## config.mk

```make
export PLATFORM = sky130hd
export DESIGN_NAME = char_lcd_number_formatter_flat
export DESIGN_NICKNAME = d
export VERILOG_FILES = /design/src/hw/rtl/lcdnf_pkg.sv /design/src/hw/rtl/lcdnf_req_if.sv /design/src/hw/rtl/lcdnf_byte_if.sv /design/src/hw/rtl/lcdnf_datapath.sv /design/src/hw/rtl/lcdnf_ctrl.sv /design/src/hw/rtl/char_lcd_number_formatter.sv /design/src/flat_wrapper.sv
export SDC_FILE = /design/constraint.sdc
export NUM_CORES = 1
export LEC_CHECK = 0
export CAP_MARGIN = 20
export CORE_ASPECT_RATIO = 1.1
export CORE_MARGIN = 2
export CORE_UTILIZATION = 53
export CTS_CLUSTER_SIZE = 16
export DETAILED_ROUTE_END_ITERATION = 10
export DONT_BUFFER_PORTS = 1
export GPL_TIMING_DRIVEN = 0
export PLACE_DENSITY = 0.7
export SYNTH_ARGS = -nofsm -noshare
export SYNTH_HDL_FRONTEND = slang
export SYNTH_SLANG_ARGS = --single-unit
export TNS_END_PERCENT = 1
```

## constraint.sdc

```tcl
create_clock -name clk -period 2.95 [get_ports clk]
set_input_delay 0.295 -clock clk [delete_from_list [all_inputs] [get_ports clk]]
set_output_delay 0.295 -clock clk [all_outputs]
set_load 0.03 [all_outputs]
```

## src/hw/rtl/lcdnf_pkg.sv

```systemverilog
// Shared types and constants for the character-LCD number formatter.
// Used by the controller, the datapath and the top level; no dependencies.
package lcdnf_pkg;

	// Request function codes
	localparam logic [2:0] FN_CHAR = 3'd0;
	localparam logic [2:0] FN_UDEC = 3'd1;
	localparam logic [2:0] FN_SDEC = 3'd2;
	localparam logic [2:0] FN_HEX  = 3'd3;
	localparam logic [2:0] FN_BIN  = 3'd4;

	// LCD bytes and character codes
	localparam logic [7:0] LCD_SET_ADDR = 8'h80;
	localparam logic [7:0] LINE2_OFFSET = 8'h40;
	localparam logic [7:0] CHR_ZERO     = 8'h30;
	localparam logic [7:0] CHR_PLUS     = 8'h2B;
	localparam logic [7:0] CHR_MINUS    = 8'h2D;
	localparam logic [7:0] CHR_HEX_BASE = 8'h37;  // 'A' minus ten

	// Digit-position limits of a 16-bit value per radix
	localparam logic [3:0] DEC_POSITIONS = 4'd5;
	localparam logic [3:0] HEX_POSITIONS = 4'd4;

	// Double-dabble conversion: one source bit per cycle, five BCD digits
	localparam int unsigned BCD_DIGITS = 5;
	localparam int unsigned BCD_W      = 4 * BCD_DIGITS;

	typedef enum logic [2:0] {
		ST_IDLE,
		ST_CONV,
		ST_CMD,
		ST_CHAR,
		ST_SIGN,
		ST_DIGIT
	} ctl_state_t;

	typedef enum logic [1:0] {
		SEL_CMD,
		SEL_CHAR,
		SEL_SIGN,
		SEL_DIGIT
	} byte_sel_t;

	// Controller to datapath
	typedef struct packed {
		logic      load;
		logic      conv_step;
		logic      emit;
		byte_sel_t sel;
		logic      last;
	} ctl_cmd_t;

	// Datapath to controller
	typedef struct packed {
		logic [2:0] func;
		logic       cnt_zero;
		logic       cnt_one;
		logic       conv_done;
		logic       out_free;
	} dp_status_t;

endpackage

```

## src/hw/rtl/lcdnf_req_if.sv

```systemverilog
// Request channel: valid/ready handshake carrying one display request word.
// Standalone interface; no dependencies.
interface lcdnf_req_if;
	logic        valid;
	logic        ready;
	logic [2:0]  func;
	logic [1:0]  row;
	logic [5:0]  col;
	logic [15:0] value;
	logic [4:0]  digit_count;

	modport source (output valid, func, row, col, value, digit_count, input ready);
	modport sink   (input valid, func, row, col, value, digit_count, output ready);
endinterface

```

## src/hw/rtl/lcdnf_byte_if.sv

```systemverilog
// Output channel: valid/ready handshake carrying one LCD bus byte per word.
// Standalone interface; no dependencies.
interface lcdnf_byte_if;
	logic       valid;
	logic       ready;
	logic       is_data;
	logic [7:0] lcd_byte;
	logic       last;

	modport source (output valid, is_data, lcd_byte, last, input ready);
	modport sink   (input valid, is_data, lcd_byte, last, output ready);
endinterface

```

## src/hw/rtl/lcdnf_datapath.sv

```systemverilog
// Datapath: request registers, BCD converter, digit selection and output register.
// Depends on lcdnf_pkg.
module lcdnf_datapath #(
	parameter int unsigned MAX_DIGITS = 16
) (
	input  logic                    clk,
	input  logic                    arst_n,
	input  lcdnf_pkg::ctl_cmd_t     cmd,
	output lcdnf_pkg::dp_status_t   sts,
	input  logic [2:0]              func,
	input  logic [1:0]              row,
	input  logic [5:0]              col,
	input  logic [15:0]             value,
	input  logic [4:0]              digit_count,
	output logic                    out_valid,
	input  logic                    out_ready,
	output logic                    out_is_data,
	output logic [7:0]              out_byte,
	output logic                    out_last
);
	import lcdnf_pkg::*;

	localparam logic [4:0] MAX_CNT = 5'(MAX_DIGITS);

	logic [2:0]       func_q;
	logic [7:0]       cmd_byte_q;
	logic [7:0]       char_q;
	logic             neg_q;
	logic [15:0]      mag_q;
	logic [4:0]       dcnt_q;
	logic [15:0]      conv_q;
	logic [BCD_W-1:0] bcd_q;
	logic [3:0]       conv_cnt_q;
	logic             out_valid_q;
	logic             out_is_data_q;
	logic [7:0]       out_byte_q;
	logic             out_last_q;

	logic [7:0]       addr;
	logic [4:0]       cnt_sat;
	logic [15:0]      mag_in;
	logic [BCD_W-1:0] bcd_adj;
	logic [3:0]       pos;
	logic [3:0]       dec_nib;
	logic [3:0]       hex_nib;
	logic [7:0]       digit_char;
	logic [7:0]       sel_byte;
	logic             out_free;

	// Set-address command and saturated digit count, taken from the request.
	always_comb begin
		addr = 8'(col) + 8'hFF + ((row == 2'd1) ? 8'h00 : LINE2_OFFSET);
		cnt_sat = (digit_count > MAX_CNT) ? MAX_CNT : digit_count;
		mag_in = (func == FN_SDEC && value[15]) ? (16'd0 - value) : value;
	end

	// Request registers and remaining digit count.
	always_ff @(posedge clk) begin
		if (cmd.load) begin
			func_q <= func;
			cmd_byte_q <= LCD_SET_ADDR | addr;
			char_q <= value[7:0];
			neg_q <= value[15];
			mag_q <= mag_in;
		end
	end

	always_ff @(posedge clk or negedge arst_n) begin
		if (!arst_n) begin
			dcnt_q <= '0;
		end else if (cmd.load) begin
			dcnt_q <= cnt_sat;
		end else if (cmd.emit && cmd.sel == SEL_DIGIT) begin
			dcnt_q <= dcnt_q - 5'd1;
		end
	end

	// Double-dabble step: add three to each digit of five or more, then shift in a bit.
	always_comb begin
		for (int k = 0; k < BCD_DIGITS; k++) begin
			bcd_adj[4*k +: 4] = (bcd_q[4*k +: 4] >= 4'd5) ? bcd_q[4*k +: 4] + 4'd3
				: bcd_q[4*k +: 4];
		end
	end

	always_ff @(posedge clk or negedge arst_n) begin
		if (!arst_n) begin
			conv_cnt_q <= '0;
		end else if (cmd.load) begin
			conv_cnt_q <= '0;
		end else if (cmd.conv_step) begin
			conv_cnt_q <= conv_cnt_q + 4'd1;
		end
	end

	always_ff @(posedge clk) begin
		if (cmd.load) begin
			conv_q <= mag_in;
			bcd_q <= '0;
		end else if (cmd.conv_step) begin
			conv_q <= {conv_q[14:0], 1'b0};
			bcd_q <= {bcd_adj[BCD_W-2:0], conv_q[15]};
		end
	end

	// Character for the current digit position, most significant first.
	always_comb begin
		pos = dcnt_q[3:0] - 4'd1;
		case (pos[2:0])
			3'd0:    dec_nib = bcd_q[3:0];
			3'd1:    dec_nib = bcd_q[7:4];
			3'd2:    dec_nib = bcd_q[11:8];
			3'd3:    dec_nib = bcd_q[15:12];
			3'd4:    dec_nib = bcd_q[19:16];
			default: dec_nib = 4'd0;
		endcase
		hex_nib = mag_q[{pos[1:0], 2'b00} +: 4];
		case (func_q)
			FN_HEX: begin
				if (pos >= HEX_POSITIONS) begin
					digit_char = CHR_ZERO;
				end else if (hex_nib < 4'd10) begin
					digit_char = CHR_ZERO + 8'(hex_nib);
				end else begin
					digit_char = CHR_HEX_BASE + 8'(hex_nib);
				end
			end
			FN_BIN: begin
				digit_char = CHR_ZERO + 8'(mag_q[pos]);
			end
			default: begin
				digit_char = (pos >= DEC_POSITIONS) ? CHR_ZERO : CHR_ZERO + 8'(dec_nib);
			end
		endcase
	end

	// Byte selection for the output register.
	always_comb begin
		case (cmd.sel)
			SEL_CMD:   sel_byte = cmd_byte_q;
			SEL_CHAR:  sel_byte = char_q;
			SEL_SIGN:  sel_byte = neg_q ? CHR_MINUS : CHR_PLUS;
			SEL_DIGIT: sel_byte = digit_char;
			default:   sel_byte = cmd_byte_q;
		endcase
	end

	// Output register; it frees up in the cycle its word is taken.
	assign out_free = !out_valid_q || out_ready;

	always_ff @(posedge clk or negedge arst_n) begin
		if (!arst_n) begin
			out_valid_q <= 1'b0;
		end else if (cmd.emit) begin
			out_valid_q <= 1'b1;
		end else if (out_ready) begin
			out_valid_q <= 1'b0;
		end
	end

	always_ff @(posedge clk) begin
		if (cmd.emit) begin
			out_is_data_q <= (cmd.sel != SEL_CMD);
			out_byte_q <= sel_byte;
			out_last_q <= cmd.last;
		end
	end

	assign out_valid = out_valid_q;
	assign out_is_data = out_is_data_q;
	assign out_byte = out_byte_q;
	assign out_last = out_last_q;

	always_comb begin
		sts.func = func_q;
		sts.cnt_zero = (dcnt_q == 5'd0);
		sts.cnt_one = (dcnt_q == 5'd1);
		sts.conv_done = (conv_cnt_q == 4'hF);
		sts.out_free = out_free;
	end

	// A word is never loaded over one that is still waiting.
	a_emit_free: assert property (@(posedge clk) disable iff (!arst_n)
		cmd.emit |-> out_free)
		else $error("word emitted while output register is occupied");

	// The digit count never underflows.
	a_digit_count: assert property (@(posedge clk) disable iff (!arst_n)
		(cmd.emit && cmd.sel == SEL_DIGIT) |-> dcnt_q != 5'd0)
		else $error("digit emitted with no digits left");

	// An emitted word appears on the output in the next cycle with its last flag.
	a_emit_out: assert property (@(posedge clk) disable iff (!arst_n)
		cmd.emit |=> (out_valid_q && out_last_q == $past(cmd.last)))
		else $error("emitted word missing from output register");

endmodule

```

## src/hw/rtl/lcdnf_ctrl.sv

```systemverilog
// Controller state machine: sequences conversion, command byte, character, sign and digits.
// Depends on lcdnf_pkg.
module lcdnf_ctrl (
	input  logic                  clk,
	input  logic                  arst_n,
	input  logic                  in_valid,
	output logic                  in_ready,
	input  logic [2:0]            in_func,
	input  lcdnf_pkg::dp_status_t sts,
	output lcdnf_pkg::ctl_cmd_t   cmd
);
	import lcdnf_pkg::*;

	ctl_state_t state_q;
	ctl_state_t state_d;
	logic       numeric;

	assign numeric = (sts.func == FN_UDEC) || (sts.func == FN_HEX) || (sts.func == FN_BIN);

	// State register.
	always_ff @(posedge clk or negedge arst_n) begin
		if (!arst_n) begin
			state_q <= ST_IDLE;
		end else begin
			state_q <= state_d;
		end
	end

	// Next state.
	always_comb begin
		state_d = state_q;
		case (state_q)
			ST_IDLE: begin
				if (in_valid) begin
					state_d = (in_func == FN_UDEC || in_func == FN_SDEC) ? ST_CONV : ST_CMD;
				end
			end
			ST_CONV: begin
				if (sts.conv_done) begin
					state_d = ST_CMD;
				end
			end
			ST_CMD: begin
				if (sts.out_free) begin
					if (sts.func == FN_CHAR) begin
						state_d = ST_CHAR;
					end else if (sts.func == FN_SDEC) begin
						state_d = ST_SIGN;
					end else if (numeric && !sts.cnt_zero) begin
						state_d = ST_DIGIT;
					end else begin
						state_d = ST_IDLE;
					end
				end
			end
			ST_CHAR: begin
				if (sts.out_free) begin
					state_d = ST_IDLE;
				end
			end
			ST_SIGN: begin
				if (sts.out_free) begin
					state_d = sts.cnt_zero ? ST_IDLE : ST_DIGIT;
				end
			end
			ST_DIGIT: begin
				if (sts.out_free && sts.cnt_one) begin
					state_d = ST_IDLE;
				end
			end
			default: state_d = ST_IDLE;
		endcase
	end

	// Outputs.
	always_comb begin
		in_ready = 1'b0;
		cmd.load = 1'b0;
		cmd.conv_step = 1'b0;
		cmd.emit = 1'b0;
		cmd.sel = SEL_CMD;
		cmd.last = 1'b0;
		case (state_q)
			ST_IDLE: begin
				in_ready = 1'b1;
				cmd.load = in_valid;
			end
			ST_CONV: begin
				cmd.conv_step = 1'b1;
			end
			ST_CMD: begin
				cmd.emit = sts.out_free;
				cmd.sel = SEL_CMD;
				cmd.last = !((sts.func == FN_CHAR) || (sts.func == FN_SDEC)
					|| (numeric && !sts.cnt_zero));
			end
			ST_CHAR: begin
				cmd.emit = sts.out_free;
				cmd.sel = SEL_CHAR;
				cmd.last = 1'b1;
			end
			ST_SIGN: begin
				cmd.emit = sts.out_free;
				cmd.sel = SEL_SIGN;
				cmd.last = sts.cnt_zero;
			end
			ST_DIGIT: begin
				cmd.emit = sts.out_free;
				cmd.sel = SEL_DIGIT;
				cmd.last = sts.cnt_one;
			end
			default: begin
				in_ready = 1'b0;
			end
		endcase
	end

	// A decimal request always runs its conversion before the command byte.
	a_conv_first: assert property (@(posedge clk) disable iff (!arst_n)
		(cmd.load && (in_func == FN_UDEC || in_func == FN_SDEC)) |=> state_q == ST_CONV)
		else $error("decimal request skipped conversion");

	// The digit state is only entered with digits remaining.
	a_digit_state: assert property (@(posedge clk) disable iff (!arst_n)
		state_q == ST_DIGIT |-> !sts.cnt_zero)
		else $error("digit state with zero digits left");

	// The last word of a request returns the controller to idle.
	a_last_idle: assert property (@(posedge clk) disable iff (!arst_n)
		(cmd.emit && cmd.last) |=> state_q == ST_IDLE)
		else $error("controller busy after last word");

endmodule

```

## src/hw/rtl/char_lcd_number_formatter.sv

```systemverilog
// Top level of the character-LCD number formatter.
// Depends on lcdnf_pkg, lcdnf_req_if, lcdnf_byte_if, lcdnf_ctrl and lcdnf_datapath.
//
//   Channel  Dir  Word
//   req      in   func, row, col, value, digit_count
//   lcd      out  is_data, lcd_byte, last (one LCD bus byte)
//
// One request gives one command byte and up to 17 data bytes, one per cycle while
// the output is taken. Decimal requests first pass through the bit-serial BCD
// converter; char, hex, binary and undefined codes go straight to the command byte.
// The next request is accepted in the cycle after the last byte is loaded.
// A stalled output holds the sequence in place. Reset clears the controller, the
// counters and the output valid flag.
module char_lcd_number_formatter #(
	parameter int unsigned MAX_DIGITS = 16
) (
	input  logic          clk,
	input  logic          arst_n,
	lcdnf_req_if.sink     req,
	lcdnf_byte_if.source  lcd
);
	import lcdnf_pkg::*;

	ctl_cmd_t   cmd;
	dp_status_t sts;

	// Sequencing of each request.
	lcdnf_ctrl u_ctrl (
		.clk      (clk),
		.arst_n   (arst_n),
		.in_valid (req.valid),
		.in_ready (req.ready),
		.in_func  (req.func),
		.sts      (sts),
		.cmd      (cmd)
	);

	// Storage, conversion and byte generation.
	lcdnf_datapath #(
		.MAX_DIGITS (MAX_DIGITS)
	) u_datapath (
		.clk         (clk),
		.arst_n      (arst_n),
		.cmd         (cmd),
		.sts         (sts),
		.func        (req.func),
		.row         (req.row),
		.col         (req.col),
		.value       (req.value),
		.digit_count (req.digit_count),
		.out_valid   (lcd.valid),
		.out_ready   (lcd.ready),
		.out_is_data (lcd.is_data),
		.out_byte    (lcd.lcd_byte),
		.out_last    (lcd.last)
	);

endmodule
```

## src/flat_wrapper.sv

```systemverilog
// flat-port wrapper written by rule: the top's interface ports become plain ports
module char_lcd_number_formatter_flat import lcdnf_pkg::*;
#(
	parameter int unsigned MAX_DIGITS = 16
)
  (clk, arst_n, req_valid, req_func, req_row, req_col, req_value, req_digit_count, req_ready, lcd_valid, lcd_is_data, lcd_lcd_byte, lcd_last, lcd_ready);
  lcdnf_req_if req_i ();
  lcdnf_byte_if lcd_i ();
  input  logic clk;
  input  logic arst_n;
  input wire logic [$bits(req_i.valid)-1:0] req_valid;
  input wire logic [$bits(req_i.func)-1:0] req_func;
  input wire logic [$bits(req_i.row)-1:0] req_row;
  input wire logic [$bits(req_i.col)-1:0] req_col;
  input wire logic [$bits(req_i.value)-1:0] req_value;
  input wire logic [$bits(req_i.digit_count)-1:0] req_digit_count;
  output wire logic [$bits(req_i.ready)-1:0] req_ready;
  output wire logic [$bits(lcd_i.valid)-1:0] lcd_valid;
  output wire logic [$bits(lcd_i.is_data)-1:0] lcd_is_data;
  output wire logic [$bits(lcd_i.lcd_byte)-1:0] lcd_lcd_byte;
  output wire logic [$bits(lcd_i.last)-1:0] lcd_last;
  input wire logic [$bits(lcd_i.ready)-1:0] lcd_ready;
  assign req_i.valid = req_valid;
  assign req_i.func = req_func;
  assign req_i.row = req_row;
  assign req_i.col = req_col;
  assign req_i.value = req_value;
  assign req_i.digit_count = req_digit_count;
  assign req_ready = req_i.ready;
  assign lcd_valid = lcd_i.valid;
  assign lcd_is_data = lcd_i.is_data;
  assign lcd_lcd_byte = lcd_i.lcd_byte;
  assign lcd_last = lcd_i.last;
  assign lcd_i.ready = lcd_ready;
  char_lcd_number_formatter #(.MAX_DIGITS(MAX_DIGITS)) u_core (.clk(clk), .arst_n(arst_n), .req(req_i), .lcd(lcd_i));
endmodule
```

# Yosys cells after proc, flatten, opt, wreduce, memory -nomap -nowiden
# Index checks and enable logic that the tools add are counted.
[word_totals]
output_inout_bits = 12
wordCells = 131
register_bits = 94
in_bits = 36
[classes]
n_shift = 1
n_reduce_logical = 23
add_sub_neg = 15
n_mux = 41
order_cmp = 10
eq_ne = 27
[ops]
columns = ["cell", "n"]
rows = [
  ["$mux W16", 3],
  ["$mux W3", 12],
  ["$pmux W8 S4", 1],
  ["$ge A4 B3 Y1 const B", 7],
  ["$mux W7", 4],
  ["$mux W4", 6],
  ["$add A6 B4 Y7 const A", 3],
  ["$eq A3 B2 Y1 const B", 7],
  ["$pmux W4 S5", 1],
  ["$pmux W3 S6", 1],
  ["$add A4 B2 Y4 const B", 4],
  ["$pmux W4 S4", 1],
  ["$pmux W8 S2", 1],
  ["$shiftx A16 B5 Y4", 1],
  ["$sub A1 B16 Y16 const A", 1],
  ["$mux W5", 3],
  ["$eq A3 B1 Y1 const B", 4],
  ["$eq A3 B3 Y1 const B", 4],
  ["$ne A2 B2 Y1 const B", 5],
  ["$logic_not A3 Y1", 3],
  ["$reduce_bool A2 Y1", 4],
  ["$add A6 B1 Y7 const A", 1],
  ["$add A7 B1 Y7 const B", 1],
  ["$add A7 B7 Y7", 1],
  ["21 further kinds", 38],
]

# Logic depth before layout (Yosys ltp)
# Gate-level depths: netlist of run 1.
[logic_depth]
ltp_word = 11
mapped_depth = 10
mapped_depth_nobuf = 8

# Cells and area by module
# Synthesis of run 1 repeated with hierarchy kept, for this count alone.
[unflattened]
cells_unflattened = 495
area_unflattened_um2 = 5323.9
[by_module_without_submodules]
columns = ["module", "instances", "cells_per_inst", "seq_area_each_um2", "area_per_inst_um2"]
rows = [
  ["lcdnf_datapath", 1, 441, 2452.4, 4911.0],
  ["lcdnf_ctrl", 1, 54, 75.1, 412.9],
]

# Worst setup path after synthesis of run 1
# No wires, ideal clock.
[synth_timing]
path_kind = "register -> register"
start = "reg u_core.u_ctrl.state_q[0]"
end = "reg u_core.u_datapath.char_q[0], enable pin"
n_path_buf = 3
stages_incl_launch_ff = 7
arrival_time_ns = 2.384
t_required_ns = 2.571
path_slack_ns = 0.187
period_less_slack_ns = 2.763
setup_time_ns = 0.379
path_cell_list = "dfrtp_1 > buf_2 > nor3_1 > nand2_1 > inv_2 > buf_2 > buf_2"
[synth_rtl]
columns = ["item", "line", "text"]
rows = [
  ["start, declared", "lcdnf_ctrl.sv:14", "ctl_state_t state_q;"],
  ["start signal, assigned", "lcdnf_ctrl.sv:25", "state_q <= state_d;"],
  ["end signal, assigned", "lcdnf_datapath.sv:62", "char_q <= value[7:0];"],
  ["end, declared", "lcdnf_datapath.sv:27", "logic [7:0] char_q;"],
]

# Worst setup path in the final report of run 1
[layout_timing]
start = "reg u_core.u_datapath.dcnt_q[0]"
end = "reg u_core.u_datapath.out_byte_q[1] (netlist: u_core.u_datapath.out_byte[1]) (data pin)"
[layout_between]
elab_chain_len = 7
elab_cells_between_ends = 22
classes_between = "5 x add/sub; 3 x order compare; 4 x eq/ne; 1 x shift; 8 x mux; 1 x reduce/logical"
[layout_lines]
columns = ["item", "line", "text"]
rows = [
  ["start, declared", "lcdnf_datapath.sv:30", "logic [4:0] dcnt_q;"],
  ["start signal, assigned", "lcdnf_datapath.sv:72", "dcnt_q <= cnt_sat;"],
  ["start signal, assigned", "lcdnf_datapath.sv:74", "dcnt_q <= dcnt_q - 5'd1;"],
  ["$sub A4 B1 Y4 (*)", "lcdnf_datapath.sv:108", "pos = dcnt_q[3:0] - 4'd1;"],
  ["$shiftx A16 B5 Y4 (tied with other cells)", "lcdnf_datapath.sv:117", "hex_nib = mag_q[{pos[1:0], 2'b00} +: 4];"],
  ["$add A6 B4 Y7 (tied with other cells)", "lcdnf_datapath.sv:125", "digit_char = CHR_HEX_BASE + 8'(hex_nib);"],
  ["$mux W7 or $add A6 B4 Y7 (tied branches)", "lcdnf_datapath.sv:122, lcdnf_datapath.sv:132", ""],
  ["$mux W7, on equally long branches", "lcdnf_datapath.sv:120, lcdnf_datapath.sv:132", ""],
  ["$pmux W8 S2 (*)", "lcdnf_datapath.sv:118", "case (func_q)"],
  ["$pmux W8 S4 (*)", "lcdnf_datapath.sv:139", "case (cmd.sel)"],
  ["via u_core.u_datapath.sel_byte[1]", "lcdnf_datapath.sv:47", "logic [7:0] sel_byte;"],
  ["end signal, assigned", "lcdnf_datapath.sv:164", "out_byte_q <= sel_byte;"],
  ["end, declared", "lcdnf_datapath.sv:36", "logic [7:0] out_byte_q;"],
]
# The timed path passes the listed nets; every way through them passes the cells marked *. The select of a mux whose other input is x is not followed.
# A chain may end at the register's enable or synchronous reset.

==> results.py, run 1 <==
metrics = {
    "sta": {
        "slew_violations": 0,
        "fin_worst_skew_ps": 9.657,
        "hold_viol": 0,
        "maxSlewHeadroom": 0.2861,
        "finalCriticalPeriod_ps": 2705,
        "rsz0062_at_grt": "no",
        "finalSetupViolations": 0,
        "fin_tns_setup_ps": 0,
        "fmax_mhz": 369.7,
        "finalCritPeriodShare": 0.9170,
        "tightest_slew_ps": 1071,
    },
    "power_and_ir_drop": {
        "p_per_area_nw_per_um2": 906.1,
        "combPwrFrac": 0.377,
        "power_frac_clock": 0.186,
        "p_switching_mw": 1.995,
        "ir_drop_mv": 0.4380,
        "power_leakage_nw": 2.062,
        "power_mw": 5.148,
        "swShare": 0.3876,
        "power_frac_seq": 0.437,
        "p_int_mw": 3.153,
    },
    "clocking": {
        "postCtsSetupBuffers": 0,
        "cts_num_sinks": 93,
        "cts_max_level": 3,
        "numCtsBuffers": 9,
        "clk_pin_slew_worst_paths_ps": 100,
        "clockBufferDepth": 2,
        "cts_tree": "yes",
        "clk-insertion-delay-late_ps": 370,
        "cts_root_buffer": "clkbuf_8",
    },
    "drt": {
        "drcViolationCount": 0,
        "ant_nets": 0,
        "drt_iter0_markers": 237,
        "wire_per_inst_um": 18.45,
        "drt_wl_total_um": 11590,
        "vias": 3826,
        "dr.pass1.iters": 6,
        "routed_via_density": 6.092,
    },
    "critical_path": {
        "r2r_setup_slack_ps": 240,
        "arrival_ps": 2890,
        "worstPathRequired_ps": 3130,
        "critPathMaxFanout": 10,
        "endpoint_kind": "flop",
        "criticalPathCategory": "reg -> reg",
        "crit_path_start_kind": "flop",
    },
    "synthesis": {
        "mappedNetlistNets": 544,
        "synth_edf_count": 60,
        "synth_area_um2": 5261,
        "postSynthAreaPerCell_um2": 10.78,
        "synth-seq-cells": 93,
        "synth_top_area_cell": "edfxtp_1",
        "synthTopCellsByArea": "edfxtp_1 (34%), dfxtp_1 (7.6%), dfrtp_1 (6.2%)",
        "ys_seq_area_frac": 0.4804,
        "synthDistinctLibCells": 66,
        "yosysWarnings": 0,
        "synth_top_area_share": 0.3424,
        "async_flop_share": 0.1398,
        "synthCells": 488,
        "synth_flop_cell": "edfxtp_1",
    },
    "floorplanning": {
        "die_y_um": 108.5,
        "ios": 48,
        "num_rows": 38,
        "die_x_um": 99.00,
        "core_um2": 9747,
        "dieArea_um2": 10740,
        "start_util": 0.5398,
    },
    "finish": {
        "drive_gt1_frac": 0.1181,
        "diodes": 0,
        "final_cell_mix": "edfxtp_1 (60), nand2_1 (41), a21oi_1 (40)",
        "fillerInstances": 796,
        "fin_nets": 559,
        "final_common_cell": "edfxtp_1",
        "syn2layout_area_growth_pct": 7.991,
    },
    "grt": {
        "grt_max_degree": 44,
        "grt_pass1_vias": 3877,
        "antenna_found_initial": 0,
        "track_usage": 0.2255,
        "overflow": 0,
        "grt_pass1_wl_um": 18890,
    },
    "worst_hold_path": {
        "hp-class": "in -> reg",
    },
    "placement": {
        "finalWeightedCongestion": 0.8592,
        "portBuffers": 0,
        "dpl.hpwl_um": 8568,
    },
    "status": {
        "status": "finished clean",
    },
    "flow_run": {
        "cap_violations": 0,
    },
}
[registers in the layout, summed over array words and instances, names as in the netlist, 3 cells and up]
name,cells
u_core.u_ctrl.state_q,3
u_core.u_datapath.bcd_q,20
u_core.u_datapath.dcnt_q,5
u_core.u_datapath.out_byte,8
u_core.u_datapath.char_q,8
u_core.u_datapath.conv_cnt_q,4
u_core.u_datapath.func_q,3
u_core.u_datapath.conv_q,16
u_core.u_datapath.cmd_byte_q,7
u_core.u_datapath.mag_q,15
[worst max-delay path, cell delays in order, from the launching register on]
cell and delay (ps):
dfrtp_1 520, buf_6 220, inv_1 90, ha_1 300, xnor2_2 270, o31ai_1 150
a2111oi_2 520, nand2_1 140, a31oi_1 280
[area by class of cell]
class / instances / area [um^2] / area share
clock inverter: 7 / 98.84 / 0.01740
multi-input combinational: 351 / 2555 / 0.4497
clock buffer: 9 / 123.9 / 0.02180
tap: 120 / 150.1 / 0.02643
timing repair buffer: 4 / 40.04 / 0.007047
buffer: 18 / 88.84 / 0.01564
inverter: 26 / 97.59 / 0.01718
sequential: 93 / 2527 / 0.4448
[power groups by stage]
| stage | Combinational [mW] | Sequential [mW] | Clock, mW |
|---|---|---|---|
| after global routing | 2.14 | 2.30 | 1.01 |
| after CTS | 1.93 | 2.25 | 0.965 |
| after global placement | 1.87 | 2.27 | 0 |
| after detailed placement | 1.91 | 2.28 | 0 |
| after floorplan | 1.52 | 2.20 | 0 |
| final | 1.94 | 2.25 | 0.956 |
[synth_stat cells (all sizes together), types with 10 or more instances]
cell and n:
edfxtp 60, nand2 43, a21oi 40, o21ai 30, nor2 27, inv 26
nand3 23, dfxtp 20, ha 20, xor2 18, xnor2 16, mux2 15
dfrtp 13, o31ai 12, nor3 11, clkbuf 10, mux2i 10
[path summary, 6_finish.rpt]
kind | startpoint | cells after the start | end
setup / recovery | u_core.u_datapath.dcnt_q[0] | 8 | u_core.u_datapath.out_byte[1]
hold reg to reg | u_core.u_datapath.bcd_q[17] | 2 | u_core.u_datapath.bcd_q[17]
hold / removal | req_value[7] | 0 | u_core.u_datapath.char_q[7]
max in group asynchronous | arst_n | 1 | u_core.u_ctrl.state_q[2]
setup reg to reg | u_core.u_datapath.dcnt_q[0] | 8 | u_core.u_datapath.out_byte[1]
min in group asynchronous | arst_n | 1 | u_core.u_datapath.conv_cnt_q[1]
[cells by family after synthesis]
logic type      Yosys count  share of synthesized area
simple gates            142                     0.1396
compound gates          122                     0.1491
flops                    93                     0.4804
buf+inv                  44                    0.03496
xor+xnor                 34                    0.06088
mux                      33                    0.08751
fa+ha+maj                20                    0.04756
[stage by stage]
| step | utilization | worst slack (ps) | cells | hold WS (ps) | cell area (um^2) |
|---|---|---|---|---|---|
| finish | 0.5829 | 245.0 | 628 | 15.92 | 5682 |
| global route | 0.5829 | 29.07 | 628 | 1.095 | 5682 |
| CTS | 0.5829 | 259.2 | 628 | 0.3318 | 5682 |
| detailed placement | 0.5552 | -462.6 | 608 | 0.1388 | 5411 |
| global placement | 0.5552 | -443.4 | 608 | 0.1408 | 5411 |
| floorplan | - | 187.2 | 488 | -0.5911 | 5261 |
[layer usage]
layer / GRT usage / vias to the layer above / wire length [um]
met4: 0.1194 / 0 / 345
met1: 0.2666 / 1851 / 4789
met3: 0.03814 / 29 / 528
li1: - / 1835 / -
met5: 0 / - / 0
met2: 0.3933 / 111 / 5926
[timing repair]
action / in CTS / in global routing
endpoints found under the hold margin: 16 / 0
setup endpoints to repair: 43 / 0
hold buffers: 4 / 0
gates resized for setup: 2 / 0
(Power assumes the default switching activity.)
==> inputs of run 2 (changes only) <==
--- a/config.mk
+++ b/config.mk
@@ -6,14 +6,16 @@
 export NUM_CORES = 1
 export LEC_CHECK = 0
 export CAP_MARGIN = 20
+export CELL_PAD_IN_SITES_DETAIL_PLACEMENT = 1
+export CELL_PAD_IN_SITES_GLOBAL_PLACEMENT = 1
 export CORE_ASPECT_RATIO = 1.1
 export CORE_MARGIN = 2
-export CORE_UTILIZATION = 53
+export CORE_UTILIZATION = 46
 export CTS_CLUSTER_SIZE = 16
 export DETAILED_ROUTE_END_ITERATION = 10
 export DONT_BUFFER_PORTS = 1
 export GPL_TIMING_DRIVEN = 0
-export PLACE_DENSITY = 0.7
+export PLACE_DENSITY = 0.78
 export SYNTH_ARGS = -nofsm -noshare
 export SYNTH_HDL_FRONTEND = slang
 export SYNTH_SLANG_ARGS = --single-unit
==> constraint.sdc (replaced) <==
create_clock -name clk -period 2.3 [get_ports clk]
set_input_delay 0.23 -clock clk [delete_from_list [all_inputs] [get_ports clk]]
set_output_delay 0.23 -clock clk [all_outputs]
set_load 0.03 [all_outputs]
==> results.py, run 2 (synthesized netlist as in run 1, its figures left out) <==
metrics = {
    "status": {
        "status": "finished clean",
    },
    "critical_path": {
        "max_stage_delay_ps": 440,
        "endpoint_kind": "flop",
        "crit_path_start_kind": "flop",
        "path_delay_family": "buffers and inverters",
        "r2r-start": "u_core.u_datapath.dcnt_q[0]",
        "worstPathRequired_ps": 2480,
        "path_cells": "buf_12 -> inv_4 -> ha_4 -> buf_8 -> mux4_2 -> inv_1 -> ha_2 -> nand2_1 -> o211ai_1 -> a31oi_1",
        "critPathSlowestCell": "dfrtp_2",
        "criticalPathCategory": "reg -> reg",
        "r2r_cells": 10,
        "rr_endpoint": "u_core.u_datapath.out_byte[1]",
        "critPathMaxFanout": 10,
        "arrival_ps": 2470,
        "r2r_setup_slack_ps": 8,
        "cp_num_buf_inv": 4,
    },
    "clocking": {
        "cts_tree": "yes",
        "clockBufferDepth": 2,
        "clk_pin_slew_worst_paths_ps": 70,
        "clk-insertion-delay-late_ps": 350,
        "cts_root_buffer": "clkbuf_16",
        "cts_num_sinks": 93,
        "numCtsBuffers": 9,
        "cts_max_level": 3,
    },
    "sta": {
        "fmax_mhz": 436.3,
        "finalCritPeriodShare": 0.9965,
        "finalCriticalPeriod_ps": 2292,
        "finalSetupViolations": 0,
        "rsz0062_at_grt": "yes",
        "tightest_slew_ps": 745.4,
        "fin_ws_ps": 7.987,
        "fin_worst_skew_ps": 10.69,
        "hold_viol": 0,
        "maxSlewHeadroom": 0.5014,
        "slew_violations": 0,
    },
    "worst_hold_path": {
        "holdPathEnd": "u_core.u_datapath.dcnt_q[4]",
        "whs_path_depth": 2,
        "hp-class": "in -> reg",
        "hold_start": "req_digit_count[4]",
    },
    "drt": {
        "wire_per_inst_um": 21.06,
        "vias": 3926,
        "drt_iter0_markers": 278,
        "routed_via_density": 5.895,
        "ant_nets": 0,
        "drt_wl_total_um": 14030,
        "drcViolationCount": 0,
        "dr.pass1.iters": 5,
    },
    "finish": {
        "fin_nets": 570,
        "largest_register": "u_core.u_datapath.bcd_q",
        "final_cell_mix": "edfxtp_1 (60), a21oi_1 (39), nand2_1 (39)",
        "final_common_cell": "edfxtp_1",
        "reg.largest.list": "u_core.u_datapath.bcd_q x20, u_core.u_datapath.conv_q x16, u_core.u_datapath.mag_q x15",
        "syn2layout_area_growth_pct": 14.08,
        "largest_register_ffs": 20,
        "drive_gt1_frac": 0.1503,
        "diodes": 0,
        "final_util": 0.5426,
        "final_area_um2": 6002,
    },
    "placement": {
        "placed_area_um2": 5453,
        "finalWeightedCongestion": 0.8460,
        "dpl.hpwl_um": 10180,
        "portBuffers": 0,
        "dpl_worst_slack_ps": -453.6,
    },
    "power_and_ir_drop": {
        "p_per_area_nw_per_um2": 1212,
        "power_mw": 7.272,
        "ir_drop_mv": 0.5024,
        "power_leakage_nw": 2.168,
    },
    "floorplanning": {
        "ios": 48,
        "start_util": 0.4757,
        "num_rows": 40,
        "die_x_um": 106.0,
        "die_y_um": 116.2,
        "core_um2": 11060,
        "dieArea_um2": 12310,
    },
    "grt": {
        "grt_pass1_vias": 4198,
        "grt_max_degree": 44,
        "track_usage": 0.2370,
        "overflow": 0,
        "antenna_found_initial": 0,
        "grt_pass1_wl_um": 22270,
    },
    "flow_run": {
        "cap_violations": 0,
    },
}
run 2: changes by cell type in the layout (fill, tap and decap cells not counted), sizes merged:
cell and delta:
dlygate4sd3 +9, clkinv -1, buf +2, bufinv -1
inv +2
run 2: cell type report:
class	instances	area [um^2]
clock buffers	9	225.2
repair buffers	15	145.1
plain buffers	18	125.1
inverters	26	100.1
multi-input cells	351	2613
well taps	147	183.9
flip-flops and latches	93	2530
fillers	1201	5059
clock inverters	7	80.08
run 2: metrics by stage:
stage          hold WS [ps]  cells  setup TNS [ps]
2_1_floorplan        -65.59    488          -227.1
3_5_place_dp         -64.91    635          -28860
4_1_cts               5.985    665          -145.0
6_report              14.09    666               0
3_3_place_gp         -64.92    635          -22570
5_1_grt               13.16    666          -306.5
run 2: worst register-to-register path, cell delays in order (launching register included):
cell and delay (ps):
dfrtp_2 440, buf_12 160, inv_4 90, ha_4 210, buf_8 140, mux4_2 350, inv_1 100, ha_2 270
nand2_1 60, o211ai_1 80, a31oi_1 230
run 2: repair_timing:
action                     4_1_cts  5_1_grt
hold endpoints to repair        25        0
gates cloned                     0        0
setup endpoints to repair      100       76
resized for setup               18       13
hold buffers                    13        0
buffers inserted                 1        1
pin swaps                        1        2
run 2: how the worst max path moves through the flow:
stage | from | to | slack, ps | cells past startpoint
6_report | u_core.u_datapath.dcnt_q[0] | u_core.u_datapath.out_byte[1] | 8 | 10
3_5_place_dp | u_core.u_datapath.dcnt_q[0] | u_core.u_datapath.out_byte[2] | -450 | 9
4_1_cts | u_core.u_datapath.dcnt_q[0] | u_core.u_datapath.out_byte[1] | -50 | 8
2_1_floorplan | u_core.u_datapath.dcnt_q[0] | u_core.u_datapath.out_byte[6] | -80 | 9
5_1_grt | u_core.u_ctrl.state_q[1] | u_core.u_ctrl.state_q[0] | -110 | 5
3_3_place_gp | u_core.u_ctrl.state_q[0] | u_core.u_datapath.char_q[7] | -410 | 6
run 2: layer usage:
metal | up-vias | share of wire | track usage
li1 | 1856 | - | -
met2 | 63 | 0.55 | 0.4486
met5 | - | 0 | 0
met4 | 0 | 0.014 | 0.06842
met3 | 17 | 0.024 | 0.04074
met1 | 1990 | 0.41 | 0.2771
run 2: power by group:
group	internal, mW	total (mW)	switching (mW)	leakage [nW]
clock network	0.858	1.54	0.679	0.148
registers	2.44	2.93	0.492	0.893
logic	1.16	2.81	1.65	1.13
==> inputs of run 3 (changes only) <==
--- a/config.mk
+++ b/config.mk
@@ -10,12 +10,12 @@
 export CELL_PAD_IN_SITES_GLOBAL_PLACEMENT = 1
 export CORE_ASPECT_RATIO = 1.1
 export CORE_MARGIN = 2
-export CORE_UTILIZATION = 46
+export CORE_UTILIZATION = 25
 export CTS_CLUSTER_SIZE = 16
 export DETAILED_ROUTE_END_ITERATION = 10
 export DONT_BUFFER_PORTS = 1
 export GPL_TIMING_DRIVEN = 0
-export PLACE_DENSITY = 0.78
+export PLACE_DENSITY = 0.49
 export SYNTH_ARGS = -nofsm -noshare
 export SYNTH_HDL_FRONTEND = slang
 export SYNTH_SLANG_ARGS = --single-unit
==> results.py, run 3 (synthesized netlist as in run 1, its figures left out) <==
metrics = {
    "power_and_ir_drop": {
        "ir_drop_mv": 0.3674,
        "power_leakage_nw": 2.182,
        "p_per_area_nw_per_um2": 1184,
        "power_mw": 7.330,
    },
    "finish": {
        "largest_register": "u_core.u_datapath.bcd_q",
        "diodes": 0,
        "final_util": 0.2998,
        "drive_gt1_frac": 0.1562,
        "final_cell_mix": "edfxtp_1 (60), nand2_1 (39), a21oi_1 (38)",
        "syn2layout_area_growth_pct": 17.62,
        "reg.largest.list": "u_core.u_datapath.bcd_q x20, u_core.u_datapath.conv_q x16, u_core.u_datapath.mag_q x15",
        "final_common_cell": "edfxtp_1",
        "largest_register_ffs": 20,
        "final_cells": 781,
        "fin_nets": 576,
    },
    "drt": {
        "drcViolationCount": 0,
        "dr.pass1.iters": 5,
        "wire_per_inst_um": 18.69,
        "drt_wl_total_um": 14600,
        "routed_via_density": 4.926,
        "vias": 3847,
        "ant_nets": 0,
        "drt_iter0_markers": 174,
    },
    "clocking": {
        "numCtsBuffers": 9,
        "cts_max_level": 3,
        "cts_root_buffer": "clkbuf_16",
        "cts_tree": "yes",
        "cts_num_sinks": 93,
        "clockBufferDepth": 2,
        "clk-insertion-delay-late_ps": 360,
        "clk_pin_slew_worst_paths_ps": 70,
    },
    "floorplanning": {
        "dieArea_um2": 22220,
        "start_util": 0.2548,
        "core_um2": 20640,
        "die_x_um": 142.3,
        "die_y_um": 156.2,
        "num_rows": 55,
        "ios": 48,
    },
    "sta": {
        "maxSlewHeadroom": 0.4833,
        "hold_viol": 0,
        "finalCritPeriodShare": 0.9708,
        "fin_worst_skew_ps": 7.469,
        "slew_violations": 0,
        "finalCriticalPeriod_ps": 2233,
        "tightest_slew_ps": 772.5,
        "rsz0062_at_grt": "yes",
        "fmax_mhz": 447.9,
        "holdWs_ps": 27.10,
        "fin_tns_setup_ps": 0,
        "finalSetupViolations": 0,
    },
    "critical_path": {
        "critPathMaxFanout": 9,
        "arrival_ps": 2320,
        "crit_path_start_kind": "flop",
        "worstPathRequired_ps": 2380,
        "r2r_cells": 9,
        "r2r-start": "u_core.u_datapath.dcnt_q[0]",
        "endpoint_kind": "flop",
        "rr_endpoint": "u_core.u_datapath.out_byte[2]",
        "criticalPathCategory": "reg -> reg",
        "r2r_setup_slack_ps": 70,
        "startpoint": "u_core.u_datapath.dcnt_q[0]",
    },
    "grt": {
        "track_usage": 0.1394,
        "grt_pass1_vias": 4195,
        "overflow": 0,
        "grt_pass1_wl_um": 23410,
        "grt_max_degree": 44,
        "antenna_found_initial": 0,
    },
    "placement": {
        "dpl.cell_count": 744,
        "finalWeightedCongestion": 0.8016,
        "dpl.hpwl_um": 11070,
        "portBuffers": 0,
    },
    "worst_hold_path": {
        "whs_path_depth": 2,
        "holdPathEnd": "u_core.u_datapath.dcnt_q[2]",
        "hold_start": "req_digit_count[2]",
        "hp-class": "in -> reg",
    },
    "flow_run": {
        "cap_violations": 0,
    },
    "status": {
        "status": "finished clean",
    },
}
## run 3: cell count changes in the layout (fill, tap and decap cells not counted), sizes merged
cell | before | now
dlygate4sd3 | 13 | 14
inv | 29 | 28
buf | 10 | 15
clkbuf | 19 | 20
## run 3: power breakdown
part           internal [mW]  switching [mW]
registers               2.43           0.474
clock network          0.855           0.687
logic                   1.24            1.64
total                   4.53            2.80
## run 3: per-stage QoR
step / cell area, um^2 / setup WS (ps)
2_1_floorplan: 5269 / -79.15
3_3_place_gp: 5589 / -481.5
3_5_place_dp: 5589 / -543.2
4_1_cts: 6128 / -34.04
5_1_grt: 6188 / -3.825
6_report: 6188 / 67.18
## run 3: what timing repair did
item	in CTS	in global routing
buffers inserted	5	3
pin swaps	5	1
hold buffers	14	0
resized for setup	20	10
hold endpoints to repair	26	0
endpoints found under the setup margin	100	59
## run 3: layout make-up
class	count	area, um^2
tap	256	320.3
multi-input combinational	351	2616
timing repair buffer	22	200.2
fill	2336	14460
inverter	26	100.1
clock inverter	6	71.32
clock buffer	10	229.0
buffer	17	121.4
sequential	93	2530
## run 3: worst max-delay path by stage
stage,end,slack (ps),depth (start not counted)
final,u_core.u_datapath.out_byte[2],70,9
after global routing,u_core.u_datapath.conv_q[1],-4,7
after CTS,u_core.u_datapath.out_byte[0],-30,9
after detailed placement,u_core.u_datapath.cmd_byte_q[2],-540,6
after global placement,u_core.u_datapath.cmd_byte_q[2],-480,6
after floorplan,u_core.u_datapath.out_byte[6],-80,9
## run 3: routing by layer
metal  track usage  wire length [um]
met1        0.1663              6368
met2        0.2498              7616
met3       0.02947               408
met4       0.04479               202
met5             0                 0
## run 3: worst max-delay path, cell delays in order, from the launching register on
cell	delay, ps
dfrtp_2	430
buf_12	130
inv_4	70
ha_4	210
buf_8	130
mux4_2	340
o21a_4	250
a21o_1	180
nand3_1	100
a31oi_2	110
